## src/rtl/ucd_pkg.sv

```systemverilog
`timescale 1ns / 1ps

package ucd_pkg;

  localparam int unsigned QueueDepth = 4;
  localparam int unsigned CountW = 16;
  localparam int unsigned CodeW = 31;
  localparam logic [CountW-1:0] MaxCharsReset = 16'hFFFF;

  typedef enum logic [1:0] {
    KindAscii,
    KindInvalid,
    KindLead
  } ucd_kind_e;

  typedef struct packed {
    ucd_kind_e  kind;
    logic [2:0] pending;
    logic [6:0] payload;
    logic [5:0] cont;
    logic       eos;
  } ucd_item_t;

endpackage

```

## src/rtl/ucd_front.sv

```systemverilog
`timescale 1ns / 1ps

module ucd_front (
  input  logic [7:0]         in_byte_i,
  input  logic               eos_i,
  output ucd_pkg::ucd_item_t item_o
);

  always_comb begin
    item_o.cont = in_byte_i[5:0];
    item_o.eos = eos_i;
    item_o.kind = ucd_pkg::KindLead;
    item_o.pending = 3'd0;
    item_o.payload = 7'd0;
    case (in_byte_i) inside
      [8'd0:8'd127]: begin
        item_o.kind = ucd_pkg::KindAscii;
        item_o.payload = in_byte_i[6:0];
      end
      [8'd128:8'd192]: begin
        item_o.kind = ucd_pkg::KindInvalid;
      end
      [8'd193:8'd223]: begin
        item_o.pending = 3'd1;
        item_o.payload = {2'b00, in_byte_i[4:0]};
      end
      [8'd224:8'd239]: begin
        item_o.pending = 3'd2;
        item_o.payload = {3'b000, in_byte_i[3:0]};
      end
      [8'd240:8'd247]: begin
        item_o.pending = 3'd3;
        item_o.payload = {4'b0000, in_byte_i[2:0]};
      end
      [8'd248:8'd251]: begin
        item_o.pending = 3'd4;
        item_o.payload = {5'b00000, in_byte_i[1:0]};
      end
      [8'd252:8'd253]: begin
        item_o.pending = 3'd5;
        item_o.payload = {6'b000000, in_byte_i[0]};
      end
      default: begin
        item_o.kind = ucd_pkg::KindInvalid;
      end
    endcase
  end

endmodule

```

## src/rtl/ucd_fifo.sv

```systemverilog
`timescale 1ns / 1ps

module ucd_fifo #(
  parameter int unsigned Depth = ucd_pkg::QueueDepth
) (
  input  logic               clk_i,
  input  logic               rst_ni,
  input  logic               push_valid_i,
  output logic               push_ready_o,
  input  ucd_pkg::ucd_item_t push_item_i,
  output logic               pop_valid_o,
  input  logic               pop_ready_i,
  output ucd_pkg::ucd_item_t pop_item_o
);

  localparam int unsigned PtrW = (Depth > 1) ? $clog2(Depth) : 1;
  localparam int unsigned CntW = $clog2(Depth + 1);

  ucd_pkg::ucd_item_t mem_q [Depth];
  logic [PtrW-1:0] wr_ptr_q, wr_ptr_d;
  logic [PtrW-1:0] rd_ptr_q, rd_ptr_d;
  logic [CntW-1:0] count_q, count_d;
  logic wr_en, rd_en;

  assign push_ready_o = (count_q != CntW'(Depth));
  assign pop_valid_o = (count_q != '0);
  assign pop_item_o = mem_q[rd_ptr_q];
  assign wr_en = push_valid_i && push_ready_o;
  assign rd_en = pop_ready_i && pop_valid_o;

  always_comb begin
    wr_ptr_d = wr_ptr_q;
    rd_ptr_d = rd_ptr_q;
    count_d = count_q;
    if (wr_en) begin
      wr_ptr_d = (wr_ptr_q == PtrW'(Depth - 1)) ? '0 : wr_ptr_q + 1'b1;
    end
    if (rd_en) begin
      rd_ptr_d = (rd_ptr_q == PtrW'(Depth - 1)) ? '0 : rd_ptr_q + 1'b1;
    end
    if (wr_en && !rd_en) begin
      count_d = count_q + 1'b1;
    end else if (rd_en && !wr_en) begin
      count_d = count_q - 1'b1;
    end
  end

  always_ff @(posedge clk_i or negedge rst_ni) begin
    if (!rst_ni) begin
      wr_ptr_q <= '0;
      rd_ptr_q <= '0;
      count_q <= '0;
    end else begin
      wr_ptr_q <= wr_ptr_d;
      rd_ptr_q <= rd_ptr_d;
      count_q <= count_d;
    end
  end

  always_ff @(posedge clk_i) begin
    if (wr_en) begin
      mem_q[wr_ptr_q] <= push_item_i;
    end
  end

  assert property (@(posedge clk_i) disable iff (!rst_ni)
    count_q <= CntW'(Depth))
    else $error("queue count exceeds depth");

endmodule

```

## src/rtl/ucd_back.sv

```systemverilog
`timescale 1ns / 1ps

module ucd_back (
  input  logic                          clk_i,
  input  logic                          rst_ni,
  input  logic                          cfg_we_i,
  input  logic [ucd_pkg::CountW-1:0]    cfg_wdata_i,
  input  logic                          item_valid_i,
  output logic                          item_ready_o,
  input  ucd_pkg::ucd_item_t            item_i,
  output logic                          out_valid_o,
  input  logic                          out_ready_i,
  output logic [ucd_pkg::CodeW-1:0]     out_code_o,
  output logic                          out_has_char_o,
  output logic                          out_last_o,
  output logic [ucd_pkg::CountW-1:0]    out_count_o
);

  localparam int unsigned CodeW = ucd_pkg::CodeW;
  localparam int unsigned CountW = ucd_pkg::CountW;

  logic [CountW-1:0] max_q;
  logic [2:0]        pend_q, pend_d;
  logic [CodeW-1:0]  acc_q, acc_d;
  logic [CountW-1:0] cnt_q, cnt_d;
  logic              vld_q, vld_d;
  logic [CodeW-1:0]  code_q, code_d;
  logic              has_q, has_d;
  logic              last_q, last_d;
  logic [CountW-1:0] ocnt_q, ocnt_d;
  logic              pop;
  logic              got;
  logic [CodeW-1:0]  cp;

  assign item_ready_o = !vld_q || out_ready_i;
  assign pop = item_valid_i && item_ready_o;

  always_comb begin
    pend_d = pend_q;
    acc_d = acc_q;
    cnt_d = cnt_q;
    got = 1'b0;
    cp = '0;
    if (pend_q != 3'd0) begin
      acc_d = {acc_q[CodeW-7:0], item_i.cont};
      pend_d = pend_q - 3'd1;
      if (pend_d == 3'd0) begin
        got = 1'b1;
        cp = acc_d;
      end
    end else if (cnt_q < max_q) begin
      case (item_i.kind)
        ucd_pkg::KindAscii: begin
          got = 1'b1;
          cp = CodeW'(item_i.payload);
        end
        ucd_pkg::KindLead: begin
          acc_d = CodeW'(item_i.payload);
          pend_d = item_i.pending;
        end
        default: begin
        end
      endcase
    end
    if (got) begin
      cnt_d = cnt_q + 1'b1;
      acc_d = '0;
    end

    vld_d = vld_q;
    code_d = code_q;
    has_d = has_q;
    last_d = last_q;
    ocnt_d = ocnt_q;
    if (pop) begin
      vld_d = got || item_i.eos;
      code_d = cp;
      has_d = got;
      last_d = item_i.eos;
      ocnt_d = cnt_d;
    end else if (out_ready_i) begin
      vld_d = 1'b0;
    end
    if (pop && item_i.eos) begin
      pend_d = 3'd0;
      acc_d = '0;
      cnt_d = '0;
    end
    if (!pop) begin
      pend_d = pend_q;
      acc_d = acc_q;
      cnt_d = cnt_q;
    end
  end

  always_ff @(posedge clk_i or negedge rst_ni) begin
    if (!rst_ni) begin
      max_q <= ucd_pkg::MaxCharsReset;
      pend_q <= 3'd0;
      acc_q <= '0;
      cnt_q <= '0;
      vld_q <= 1'b0;
    end else begin
      if (cfg_we_i) begin
        max_q <= cfg_wdata_i;
      end
      pend_q <= pend_d;
      acc_q <= acc_d;
      cnt_q <= cnt_d;
      vld_q <= vld_d;
    end
  end

  always_ff @(posedge clk_i) begin
    code_q <= code_d;
    has_q <= has_d;
    last_q <= last_d;
    ocnt_q <= ocnt_d;
  end

  assign out_valid_o = vld_q;
  assign out_code_o = code_q;
  assign out_has_char_o = has_q;
  assign out_last_o = last_q;
  assign out_count_o = ocnt_q;

  assert property (@(posedge clk_i) disable iff (!rst_ni)
    pend_q <= 3'd5)
    else $error("pending continuation count out of range");

  assert property (@(posedge clk_i) disable iff (!rst_ni)
    (vld_q && !has_q) |-> (code_q == '0))
    else $error("result without a character carries a nonzero code point");

  assert property (@(posedge clk_i) disable iff (!rst_ni)
    (vld_q && has_q) |-> (ocnt_q != '0))
    else $error("result with a character reports a zero count");

  assert property (@(posedge clk_i) disable iff (!rst_ni)
    (pop && item_i.eos) |=> (pend_q == 3'd0 && cnt_q == '0 && acc_q == '0))
    else $error("decoder state not cleared after end of string");

endmodule

```

## src/rtl/utf8_stream_decoder.sv

```systemverilog
`timescale 1ns / 1ps
// UTF-8 stream decoder. Bytes of a string enter on the slave stream, one per
// transaction, with tlast on the string's last byte. Each decoded code point
// leaves on the master stream; tuser tells whether a transaction carries a
// code point, and the transaction for a string's last byte always has tlast
// set and carries the final character count, with or without a code point.
// The maximum number of characters per string is written through cfg_we_i and
// cfg_wdata_i; the user must write it only while the block is idle, which the
// block does not enforce. Bytes past the limit are ignored. Throughput is one
// byte per cycle while m_axis_tready is high. Each result passes through the
// classification queue and the registered decode stage. When the receiver
// stalls, the result register holds and the queue absorbs up to QueueDepth
// bytes before s_axis_tready drops. Reset empties the queue, clears the decode
// state and sets the character limit to 65535.
module utf8_stream_decoder #(
  parameter int unsigned QueueDepth = ucd_pkg::QueueDepth
) (
  input  logic        clk_i,
  input  logic        rst_ni,
  input  logic        cfg_we_i,
  input  logic [15:0] cfg_wdata_i,
  input  logic        s_axis_tvalid,
  output logic        s_axis_tready,
  input  logic [7:0]  s_axis_tdata,   // in_byte[7:0]
  input  logic        s_axis_tlast,
  output logic        m_axis_tvalid,
  input  logic        m_axis_tready,
  output logic [47:0] m_axis_tdata,   // code_point[30:0], char_count[46:31], zero[47]
  output logic        m_axis_tuser,   // has_char
  output logic        m_axis_tlast
);

  ucd_pkg::ucd_item_t front_item;
  ucd_pkg::ucd_item_t queue_item;
  logic               queue_valid;
  logic               queue_ready;
  logic [ucd_pkg::CodeW-1:0]  out_code;
  logic [ucd_pkg::CountW-1:0] out_count;

  ucd_front u_front (
    .in_byte_i (s_axis_tdata),
    .eos_i     (s_axis_tlast),
    .item_o    (front_item)
  );

  ucd_fifo #(
    .Depth (QueueDepth)
  ) u_fifo (
    .clk_i        (clk_i),
    .rst_ni       (rst_ni),
    .push_valid_i (s_axis_tvalid),
    .push_ready_o (s_axis_tready),
    .push_item_i  (front_item),
    .pop_valid_o  (queue_valid),
    .pop_ready_i  (queue_ready),
    .pop_item_o   (queue_item)
  );

  ucd_back u_back (
    .clk_i          (clk_i),
    .rst_ni         (rst_ni),
    .cfg_we_i       (cfg_we_i),
    .cfg_wdata_i    (cfg_wdata_i),
    .item_valid_i   (queue_valid),
    .item_ready_o   (queue_ready),
    .item_i         (queue_item),
    .out_valid_o    (m_axis_tvalid),
    .out_ready_i    (m_axis_tready),
    .out_code_o     (out_code),
    .out_has_char_o (m_axis_tuser),
    .out_last_o     (m_axis_tlast),
    .out_count_o    (out_count)
  );

  assign m_axis_tdata = {1'b0, out_count, out_code};

endmodule

```

## config.mk

```make
export PLATFORM = sky130hd
export DESIGN_NAME = utf8_stream_decoder
export DESIGN_NICKNAME = d
export VERILOG_FILES = /design/src/rtl/ucd_pkg.sv /design/src/rtl/ucd_front.sv /design/src/rtl/ucd_fifo.sv /design/src/rtl/ucd_back.sv /design/src/rtl/utf8_stream_decoder.sv
export SDC_FILE = /design/constraint.sdc
export NUM_CORES = 1
export LEC_CHECK = 0
export BUFFER_PORTS_ARGS = -buffer_cell sky130_fd_sc_hd__buf_2
export CORE_MARGIN = 3
export CORE_UTILIZATION = 57
export DETAILED_ROUTE_END_ITERATION = 10
export PLACE_DENSITY = 0.85
export SLEW_MARGIN = 20
export SYNTH_ARGS = -nofsm -noshare
export SYNTH_HDL_FRONTEND = slang
export SYNTH_SLANG_ARGS = --single-unit
export TNS_END_PERCENT = 10
```

## constraint.sdc

```tcl
create_clock -name clk_i -period 3.8 [get_ports clk_i]
set_input_delay 0.76 -clock clk_i [delete_from_list [all_inputs] [get_ports clk_i]]
set_output_delay 0.76 -clock clk_i [all_outputs]
set_load 0.02 [all_outputs]
```

# == Yosys cells after proc, flatten, opt, wreduce, memory -nomap -nowiden ==
# Memories as Yosys holds them, arrays and structs flattened.
# Cells that the tools add are included.
# totals
ff_bits,117
ramBits,76
out_inout_bits,52
mem_count,1
# memory_table
name,words,word_bits,read_ports,rd_clocked_by_memory_dff,write_ports,line_no,source
u_fifo.mem_q,4,19,1,0,1,ucd_fifo.sv:19,ucd_pkg::ucd_item_t mem_q [Depth];
# classes
addsub,6
order_cmp,15
n_eq_ne,4
muxes,48
reduce_logical,29
# ops
operator,n
25-bit two-way mux,5
31-bit two-way mux,3
7-bit two-way mux,7
8-bit >= comparator (second input constant),6
8-bit less-or-equal comparator (second input constant),6
3-bit two-way mux,13
16-bit two-way mux,2
2-bit two-way mux,9
16-bit by 1-bit adder with 16-bit output (second input constant),1
16-bit less-than comparator,1
1-bit logical AND,12
3-bit nonzero test,4
1-bit two-way mux,9
8-bit by 1-bit >= comparator with 1-bit output (second input constant),1
8-bit by 7-bit less-or-equal comparator with 1-bit output (second input constant),1
4-bit nonzero test,2
2-bit equality test (second input constant),3
3-bit AND reduction,2
3-bit by 1-bit subtractor with 3-bit output (second input constant),2
2-bit by 1-bit adder with 2-bit output (second input constant),2
2-bit nonzero test,2
3-bit by 1-bit adder with 3-bit output (second input constant),1
1-bit zero test,3
3-bit zero test,1
3 further kinds,4

# == Logic depth before layout (Yosys ltp) ==
# Gate-level depths: netlist of run 1.
# logic_depth
word_depth,9
mapped_depth,11

# == Modules after synthesis ==
# A second synthesis of run 1 with hierarchy kept.
# hier_totals
hier_cells,656
hier_area_um2,8785.9
# by_module_without_submodules
module,n_inst,cells_per_inst,area_per_inst_um2
ucd_back,1,480,5322.6
ucd_fifo,1,136,3220.6
ucd_front,1,38,231.5
utf8_stream_decoder,1,2,11.3

# == Worst setup path after synthesis of run 1 ==
# Ideal clock, no wire load.
# synth_path
kind,input to register
from,input port m_axis_tready
to,register u_back.cnt_q[6]
setup_ns,0.078
arrival_time_ns,2.843
t_required_ns,3.722
slack_ns,0.879
cell_stages,7
n_path_buf,1
cell_sequence,nand2b_1 > nand2b_1 > inv_1 > nand2_1 > clkbuf_1 > o41ai_1 > o21bai_1
# synth_between
elab_chain_len,4
# synth_lines
item,line_no,source
start: declaration,utf8_stream_decoder.sv:27,"input logic m_axis_tready,"
1-bit logical OR *,ucd_back.sv:35,assign item_ready_o = !vld_q || out_ready_i;
1-bit logical AND *,ucd_back.sv:36,assign pop = item_valid_i && item_ready_o;
named net u_back.pop,ucd_back.sv:31,logic pop;
1-bit logical AND,ucd_back.sv:84,if (pop && item_i.eos) begin
16-bit two-way mux,ucd_back.sv:84,
end signal: assignment,ucd_back.sv:109,cnt_q <= cnt_d;
end: declaration,ucd_back.sv:25,"logic [CountW-1:0] cnt_q, cnt_d;"
# The timed path passes the listed nets; every way through them passes the cells marked *.
# A chain may end at the register's enable or synchronous reset.

# == Final worst setup path of run 1 ==
# layout_path
from,register u_back.max_q[15]
to,register u_back.cnt_q[4]
# layout_between
elab_chain_len,5
# layout_lines
item,line_no,source
start: declaration,ucd_back.sv:22,logic [CountW-1:0] max_q;
start signal: assignment,ucd_back.sv:98,max_q <= ucd_pkg::MaxCharsReset;
start signal: assignment,ucd_back.sv:105,max_q <= cfg_wdata_i;
16-bit less-than comparator,ucd_back.sv:51,end else if (cnt_q < max_q) begin
1-bit two-way mux,ucd_back.sv:51,
1-bit two-way mux,ucd_back.sv:44,if (pend_q != 3'd0) begin
16-bit two-way mux,ucd_back.sv:65,if (got) begin
16-bit two-way mux,ucd_back.sv:84,
# Every way passes these cells.

==> results of run 1 <==
[power groups by stage]
stage                     combinational, mW  sequential [mW]  clock (mW)
after floorplan                        1.61             3.48           0
after global placement                 2.48             3.28           0
after detailed placement               2.58             3.32           0
after CTS                              2.60             3.29        1.83
after global routing                   2.85             3.36        1.91
final                                  2.59             3.29        1.80
[synth_stat cells (16+ instances only)]
| master | number |
|---|---|
| dfrtp_1 | 52 |
| edfxtp_1 | 125 |
| ha_1 | 25 |
| nand3_1 | 23 |
| mux4_2 | 18 |
| clkbuf_1 | 24 |
| nand2_1 | 91 |
| o21ai_0 | 44 |
| and2_1 | 27 |
| nor2_1 | 28 |
| dfstp_2 | 16 |
| inv_1 | 28 |
[final cells by class]
class	count	area, um2	area share [%]
multi-input combinational	403	2824	29.07
tap	184	230.2	2.370
clock inverter	13	162.7	1.675
sequential	193	5475	56.37
inverter	28	105.1	1.082
clock buffer	19	432.9	4.457
timing repair buffer	91	483.0	4.972
[per-layer routing]
metal | vias to the layer above | GRT usage, %
li1 | 2556 | -
met1 | 2666 | 28.60
met2 | 184 | 35.40
met3 | 33 | 4.898
met4 | 0 | 9.613
met5 | - | 0
[flip-flops by register name, summed over array words and instances, names as in the netlist, 2 cells and up]
| name | flops |
|---|---|
| u_back.acc_q | 25 |
| u_back.cnt_q | 16 |
| u_back.max_q | 16 |
| u_back.out_code_o | 31 |
| u_back.out_count_o | 16 |
| u_back.pend_q | 3 |
| u_fifo.count_q | 3 |
| u_fifo.mem_q | 76 |
| u_fifo.rd_ptr_q | 2 |
| u_fifo.wr_ptr_q | 2 |
[worst min path at each step]
| stage | to | slack, ns | depth (start not counted) |
|---|---|---|---|
| after global routing | u_back.cnt_q[3]$_DFFE_PN0P_ | 0.47 | 1 |
| after global placement | u_back.acc_q[22]$_DFFE_PN0P_ | 0.45 | 2 |
| after floorplan | u_back.acc_q[19]$_DFFE_PN0P_ | 0.44 | 2 |
| after detailed placement | u_back.acc_q[20]$_DFFE_PN0P_ | 0.46 | 2 |
| after CTS | u_back.cnt_q[5]$_DFFE_PN0P_ | 0.43 | 1 |
| final | u_back.cnt_q[5]$_DFFE_PN0P_ | 0.42 | 1 |
[cell families after synthesis]
group           Yosys count  synth area share (%)
mux                      32                 6.441
fa+ha+maj                26                 3.894
buf+inv                  62                 2.928
flops                   193                 64.06
simple gates            217                 12.12
xor+xnor                 18                 1.845
compound gates          109                 8.666
other cells               1               0.04388
[stage by stage]
step,cells,hold WS [ns],setup WS (ns)
final,931,0.4239,0.7592
after global routing,931,0.4678,0.5847
after CTS,931,0.4331,0.7719
after detailed placement,899,0.4640,0.7974
after global placement,899,0.4528,0.8652
after floorplan,658,0.4418,0.8791
[critical path: cells and delay by family, from the launching register on]
kind	cells	cell delay, ns
buffers and inverters	2	0.31
adders and majority gates	1	0.28
and+or+nand+nor	3	0.89
DFF	1	0.52
AOI/OAI and AO/OA	4	0.92
==> flow_summary.json, run 1 <==
{
  "nets": 790,
  "grt_overflow": 0,
  "p_leak_nw": 3.987,
  "fin_area_um2": 9713,
  "grt_pass1_wl_um": 27960,
  "hold_path_class": "in -> async",
  "maxCapViolations": 0,
  "internal_power_mw": 4.898,
  "rsz0062_at_grt": "false",
  "min_period_ns": 3.041,
  "pwr-share-comb_pct": 33.7,
  "synthesis.area_um2": 8547,
  "slowest_delay_ns": 0.52,
  "num-fill-cells": 1019,
  "via_count": 5439,
  "clock_power_share_pct": 23.5,
  "p_sw_mw": 2.779,
  "clkLatencyLatePin_ns": 0.43,
  "ys_types": 59,
  "synth_seq_cells": 193,
  "clock-sinks": 193,
  "die_h_um": 128.5,
  "syn-num-nets": 714,
  "syn-instance-count": 658,
  "ys_async_sr_fraction_pct": 35.23,
  "crit_end": "u_back.cnt_q[4]$_DFFE_PN0P_",
  "numCtsBuffers": 17,
  "met1_length_um": 7313,
  "worst_setup_path_start_kind": "flop",
  "io-pin-count": 82,
  "power.total_mw": 7.677,
  "fin_tns_setup_ns": 0,
  "core_area_um2": 14590,
  "initial_utilization_pct": 58.58,
  "syn_to_final_growth_pct": 13.64,
  "die_w_um": 128.5,
  "crit_type": "reg -> reg",
  "cts_root_buffer": "clkbuf_16",
  "worst_pin_slew_ns": 1.010,
  "finish.utilization_pct": 66.58,
  "crit_start": "u_back.max_q[15]$_DFFE_PN1P_",
  "synth_edf_count": 125,
  "fmax_ghz": 0.3289,
  "avgSynthCellArea_um2": 12.99,
  "route.met2.wl_um": 8536,
  "port-buffer-count": 80,
  "antenna_found_initial": 0,
  "synth_top_area_share_pct": 43.92,
  "skew_ns": 0.006119,
  "sequentialPowerShare_pct": 42.8,
  "hpwl_um": 11430,
  "cts_hold_buf": 0,
  "ys_top_cells_by_area": "edfxtp_1, dfrtp_1, dfstp_2",
  "synth_top_area_cell": "edfxtp_1",
  "status": "completed",
  "cp.required_ns": 4.11,
  "crit_chain": "inv_1 > ha_1 > and4_1 > and2_1 > a2111oi_2 > and3_1 > buf_4 > o211ai_4 > o211a_1 > a211o_1",
  "vdd.ir_drop.worst_v": 0.0004426,
  "switching_share_pct": 36.20,
  "die-area_um2": 16500,
  "min_period_over_period_pct": 80.02,
  "postPlaceCellArea_um2": 9117,
  "yosys_warnings": 0,
  "ys_seq_area_share_pct": 64.06,
  "power.density_nw_per_um2": 790.4,
  "cp_max_fo": 10,
  "cp.arrival_ns": 3.36,
  "reg2reg_depth": 10,
  "synth_flop_cell": "edfxtp_1",
  "r2r_slack_ns": 0.76,
  "n_antenna_cell": 0,
  "cts_resized": 0,
  "setup_viol": 0,
  "slew_violations": 0,
  "routed.top_layer": "met4",
  "grt_use_total_pct": 21.86,
  "drt-initial-drc-count": 459,
  "worst_r2r_endpoint": "u_back.cnt_q[4]$_DFFE_PN0P_",
  "wirelength_um": 17100,
  "final_cell_mix": "edfxtp_1, nand2_1, buf_2",
  "place_congestion": 0.8431,
  "clk_path_buf_depth": 2,
  "rr_startpoint": "u_back.max_q[15]$_DFFE_PN1P_",
  "grt_pass1_vias": 5461,
  "relSlewSlack_pct": 32.65,
  "clk_pin_slew_ns": 0.06,
  "drtPass1Iterations": 5,
  "cts_tree": "built",
  "rows": 44,
  "layout-drive-gt1-share_pct": 22.36,
  "final_common_cell": "edfxtp_1",
  "end_kind": "flop",
  "htreeDepth": 4,
  "viasPerCell": 5.842,
  "wl_met3_um": 858,
  "cts_setup_buffers": 0,
  "drc": 0,
  "grt_start_max_net_pins": 55,
  "drtAntennaViolNets": 0,
  "crit_slowest_cell": "dfstp_2",
  "hold_viol": 0,
  "detail_route.wl_per_cell_um": 18.37
}
Note: power is estimated with default switching activity, not from simulation.
==> run 2, diff against run 1 <==
Settings changed: CORE_UTILIZATION 57 to 53, PLACE_DENSITY 0.85 to 0.83.
Clock period 3.8 ns to 2.7 ns, I/O delays scaled along.
==> flow_summary.json, run 2 (same netlist as run 1, synthesis figures left out) <==
{
  "grt_overflow": 0,
  "crit_type": "reg -> reg",
  "vdd.ir_drop.worst_v": 0.0006577,
  "nets": 816,
  "place_congestion": 0.8883,
  "cp.required_ns": 3.04,
  "drc": 0,
  "initial_utilization_pct": 55.20,
  "largest_reg_flops": 76,
  "detail_route.wl_per_cell_um": 17.92,
  "rows": 45,
  "n_antenna_cell": 0,
  "maxCapViolations": 0,
  "end_kind": "flop",
  "die_w_um": 133.0,
  "crit_start": "u_back.max_q[14]$_DFFE_PN1P_",
  "power.total_mw": 11.06,
  "worst_slack_ns": -0.01208,
  "die_h_um": 133.0,
  "antenna_found_initial": 0,
  "fmax_ghz": 0.3687,
  "die-area_um2": 17690,
  "syn_to_final_growth_pct": 17.32,
  "clk_path_buf_depth": 2,
  "cp.arrival_ns": 3.05,
  "setup_viol": 4,
  "htreeDepth": 4,
  "grt_pass1_wl_um": 28030,
  "min_period_ns": 2.712,
  "hold_viol": 0,
  "hold_path_class": "in -> async",
  "cts_hold_buf": 0,
  "port-buffer-count": 80,
  "drtPass1Iterations": 5,
  "fin_tns_setup_ns": -0.02669,
  "violations": "setup timing",
  "power.density_nw_per_um2": 1103,
  "finish.utilization_pct": 64.76,
  "r2r_slack_ns": -0.01,
  "io-pin-count": 82,
  "core_area_um2": 15480,
  "final_cell_mix": "edfxtp_1, nand2_1, buf_2",
  "grt_pass1_vias": 5562,
  "regMostFlops": "u_fifo.mem_q",
  "slew_violations": 0,
  "via_count": 5626,
  "grt_start_max_net_pins": 55,
  "p_leak_nw": 4.121,
  "num-fill-cells": 1110,
  "clock-sinks": 193,
  "rsz0062_at_grt": "true",
  "cts_tree": "built",
  "final_common_cell": "edfxtp_1",
  "cts_root_buffer": "clkbuf_16",
  "layout-drive-gt1-share_pct": 26.78,
  "hpwl_um": 11860,
  "cp_max_fo": 8,
  "clkLatencyLatePin_ns": 0.44,
  "drtAntennaViolNets": 0,
  "grt_use_total_pct": 20.13,
  "viasPerCell": 5.717,
  "relSlewSlack_pct": 54.65,
  "wirelength_um": 17630,
  "min_period_over_period_pct": 100.4,
  "skew_ns": 0.009405,
  "worst_setup_path_start_kind": "flop",
  "worst_pin_slew_ns": 0.6802,
  "reg2reg_depth": 10,
  "numCtsBuffers": 17,
  "clk_pin_slew_ns": 0.07,
  "rr_startpoint": "u_back.max_q[14]$_DFFE_PN1P_",
  "drt-initial-drc-count": 585,
  "status": "finished, violations left"
}
==> run 2: cell count changes in the layout (fill, tap and decap cells not counted), moves of 3 or more <==
cell and delta:
o31ai_2 +4, inv_8 +4, clkinv_4 -3, bufinv_16 -3, buf_4 +23, o31ai_1 -4
clkinvlp_4 +4
==> run 2: layout make-up <==
type,instances,area [um2],share of cell area [%]
sequential,193,5475,54.60
multi-input combinational,403,2920,29.12
timing repair buffer,117,706.9,7.050
clock buffer,17,425.4,4.243
tap,211,264.0,2.633
clock inverter,15,126.4,1.260
inverter,28,108.9,1.086
==> run 2: worst paths after layout <==
check,to
setup / recovery,u_back.acc_q[4]$_DFFE_PN0P_
hold / removal,u_back.out_valid_o$_DFFE_PN0P_
setup reg to reg,u_back.acc_q[4]$_DFFE_PN0P_
hold reg to reg,u_back.acc_q[20]$_DFFE_PN0P_
max in group asynchronous,u_back.acc_q[21]$_DFFE_PN0P_
min in group clk_i,u_back.max_q[4]$_DFFE_PN1P_
==> run 2: timing repair <==
action	4_1_cts	5_1_grt
setup buffers	0	3
pin swaps	2	5
resized for setup	3	18
endpoints found under the setup margin	22	48
==> run 2: routing by layer <==
layer  track usage [%]  vias up  share of wire (%)
li1                  -     2606                  -
met1             25.82     2778                 42
met2             33.63      204                 50
met3             4.335       38                5.5
met4             8.025        0                2.4
met5                 0        -                  0
==> run 2: power by group <==
group	internal [mW]	switching, mW	total (mW)	leakage [nW]
Combinational	1.58	2.64	4.22	1.79
Sequential	4.13	0.343	4.48	2.08
Clock	1.21	1.15	2.36	0.256
Total	6.92	4.14	11.1	4.12
==> run 2: metrics by stage <==
stage,setup WS [ns],hold WS [ns],cells,area (um2)
after floorplan,0.07954,0.2444,658,8551
after global placement,0.07509,0.4535,949,9353
after detailed placement,-0.03914,0.4699,949,9353
after CTS,0.004847,0.1474,981,9921
after global routing,-0.1181,0.1805,984,10030
final,-0.01208,0.1458,984,10030
==> run 2: worst max-delay path, stage by stage (launching register included) <==
cell and delay [ns]:
dfstp_2 0.52, inv_1 0.05, ha_1 0.29, and4_4 0.23, and2_4 0.16, o311ai_0 0.18, and3_4 0.24, buf_12 0.14
buf_6 0.13, or3_4 0.42, o31ai_2 0.24
==> run 3, diff against run 2 <==
Settings changed: CORE_UTILIZATION 53 to 55, CTS_BUF_LIST from default to sky130_fd_sc_hd__clkbuf_8, PLACE_DENSITY 0.83 to 0.86.
==> flow_summary.json, run 3 (same netlist as run 1, synthesis figures left out) <==
{
  "drc": 0,
  "crit_start": "u_back.max_q[15]$_DFFE_PN1P_",
  "syn_to_final_growth_pct": 16.81,
  "worst_slack_ns": 0.0009710,
  "via_count": 5617,
  "drtAntennaViolNets": 0,
  "hold_viol": 0,
  "io-pin-count": 82,
  "final_common_cell": "edfxtp_1",
  "min_period_over_period_pct": 99.96,
  "relSlewSlack_pct": 40.43,
  "numCtsBuffers": 17,
  "p_leak_nw": 4.102,
  "cts_tree": "built",
  "worst_r2r_endpoint": "u_back.cnt_q[6]$_DFFE_PN0P_",
  "cp.arrival_ns": 3.09,
  "pre_cts_slack_ns": -0.07394,
  "grtUsageMet2_pct": 35.60,
  "crit_type": "reg -> reg",
  "port-buffer-count": 80,
  "nets": 817,
  "rsz0062_at_grt": "true",
  "end_kind": "flop",
  "slew_violations": 0,
  "rr_startpoint": "u_back.max_q[15]$_DFFE_PN1P_",
  "cp_max_fo": 7,
  "power.total_mw": 10.79,
  "status": "completed",
  "grt_use_met1_pct": 27.99,
  "clock-sinks": 193,
  "clk_path_buf_depth": 2,
  "rows": 44,
  "drt-initial-drc-count": 478,
  "place_congestion": 0.8856,
  "clk_pin_slew_ns": 0.10,
  "cts_root_buffer": "clkbuf_8",
  "viasPerCell": 5.863,
  "wirelength_um": 17930,
  "antenna_found_initial": 0,
  "grt_pass1_wl_um": 27940,
  "power.density_nw_per_um2": 1081,
  "final_cell_mix": "edfxtp_1, nand2_1, buf_2",
  "die_w_um": 130.7,
  "die-area_um2": 17070,
  "largest_reg_flops": 76,
  "htreeDepth": 4,
  "num-fill-cells": 1018,
  "worst_pin_slew_ns": 0.8935,
  "reg2reg_depth": 10,
  "skew_ns": 0.01605,
  "hpwl_um": 12080,
  "die_h_um": 130.7,
  "fmax_ghz": 0.3705,
  "r2r_slack_ns": 0.001,
  "maxCapViolations": 0,
  "n_antenna_cell": 0,
  "detail_route.wl_per_cell_um": 18.71,
  "use_met3_pct": 4.228,
  "hold_path_class": "in -> async",
  "grt_use_total_pct": 21.32,
  "grt_pass1_vias": 5491,
  "min_period_ns": 2.699,
  "clkLatencyLatePin_ns": 0.47,
  "worst_setup_path_start_kind": "flop",
  "vdd.ir_drop.worst_v": 0.0008717,
  "cts_hold_buf": 0,
  "cp.required_ns": 3.09,
  "regMostFlops": "u_fifo.mem_q",
  "finish.utilization_pct": 67.16,
  "layout-drive-gt1-share_pct": 27.00,
  "setup_viol": 0,
  "busiest_layer": "met2",
  "crit_end": "u_back.cnt_q[6]$_DFFE_PN0P_",
  "drtPass1Iterations": 5,
  "core_area_um2": 14860,
  "fin_tns_setup_ns": 0,
  "initial_utilization_pct": 57.50,
  "grt_start_max_net_pins": 69,
  "grt_overflow": 0
}
run 3: cell types whose count changed in the layout (fill, tap and decap cells not counted), moves of 4 or more:
cell	previous run	this run
clkinvlp_4	7	2
ha_4	1	7
inv_8	4	0
clkbuf_8	0	18
bufinv_16	0	5
ha_1	24	18
clkbuf_16	17	1
run 3: critical path, stage by stage, from the launching register on:
cell and delay [ns]:
dfstp_2 0.54, inv_1 0.08, ha_4 0.22, and4_4 0.20, and2_4 0.17, a2111oi_4 0.35, and3_4 0.27, buf_12 0.15
o211ai_4 0.11, o41ai_1 0.37, o21bai_1 0.16
run 3: through the flow:
stage | instance area, um2 | std cells | hold slack, ns
finish | 9983 | 958 | 0.2619
global route | 9983 | 958 | 0.2747
detailed placement | 9291 | 920 | 0.4636
CTS | 9763 | 952 | 0.2664
global placement | 9291 | 920 | 0.4529
floorplan | 8551 | 658 | 0.2444
run 3: how the worst min path moves through the flow:
| stage | end | cells past startpoint |
|---|---|---|
| final | u_back.cnt_q[5]$_DFFE_PN0P_ | 2 |
| after global routing | u_back.max_q[4]$_DFFE_PN1P_ | 3 |
| after CTS | u_back.max_q[6]$_DFFE_PN1P_ | 3 |
| after detailed placement | u_back.acc_q[21]$_DFFE_PN0P_ | 2 |
| after global placement | u_back.acc_q[22]$_DFFE_PN0P_ | 2 |
| after floorplan | u_back.acc_q[0]$_DFFE_PN0P_ | 0 |
run 3: cell type report:
type                       instances  area (um2)  share of cell area, %
inverter                          28       108.9                  1.090
clock buffer                      18       247.7                  2.482
sequential                       193        5475                  54.84
tap                              184       230.2                  2.306
clock inverter                    14       197.7                  1.980
timing repair buffer             117       708.2                  7.094
multi-input combinational        404        3015                  30.20
run 3: report_power, final:
group	total, mW	leakage (nW)	internal (mW)	switching, mW
registers	4.51	2.08	4.13	0.380
logic	4.21	1.79	1.59	2.62
clock network	2.07	0.236	1.11	0.962
total	10.8	4.10	6.83	3.96
run 3: repair_timing:
action                                  in CTS  in global routing
gates cloned                                 0                  2
resized for setup                            5                 21
pin swaps                                    2                 13
endpoints found under the setup margin      32                 51
buffers inserted                             0                  4
run 3: layer usage:
layer	vias up	share of wire, %
met5	-	0
met4	0	2.5
met3	40	5.3
met2	206	50
met1	2770	42
li1	2601	-
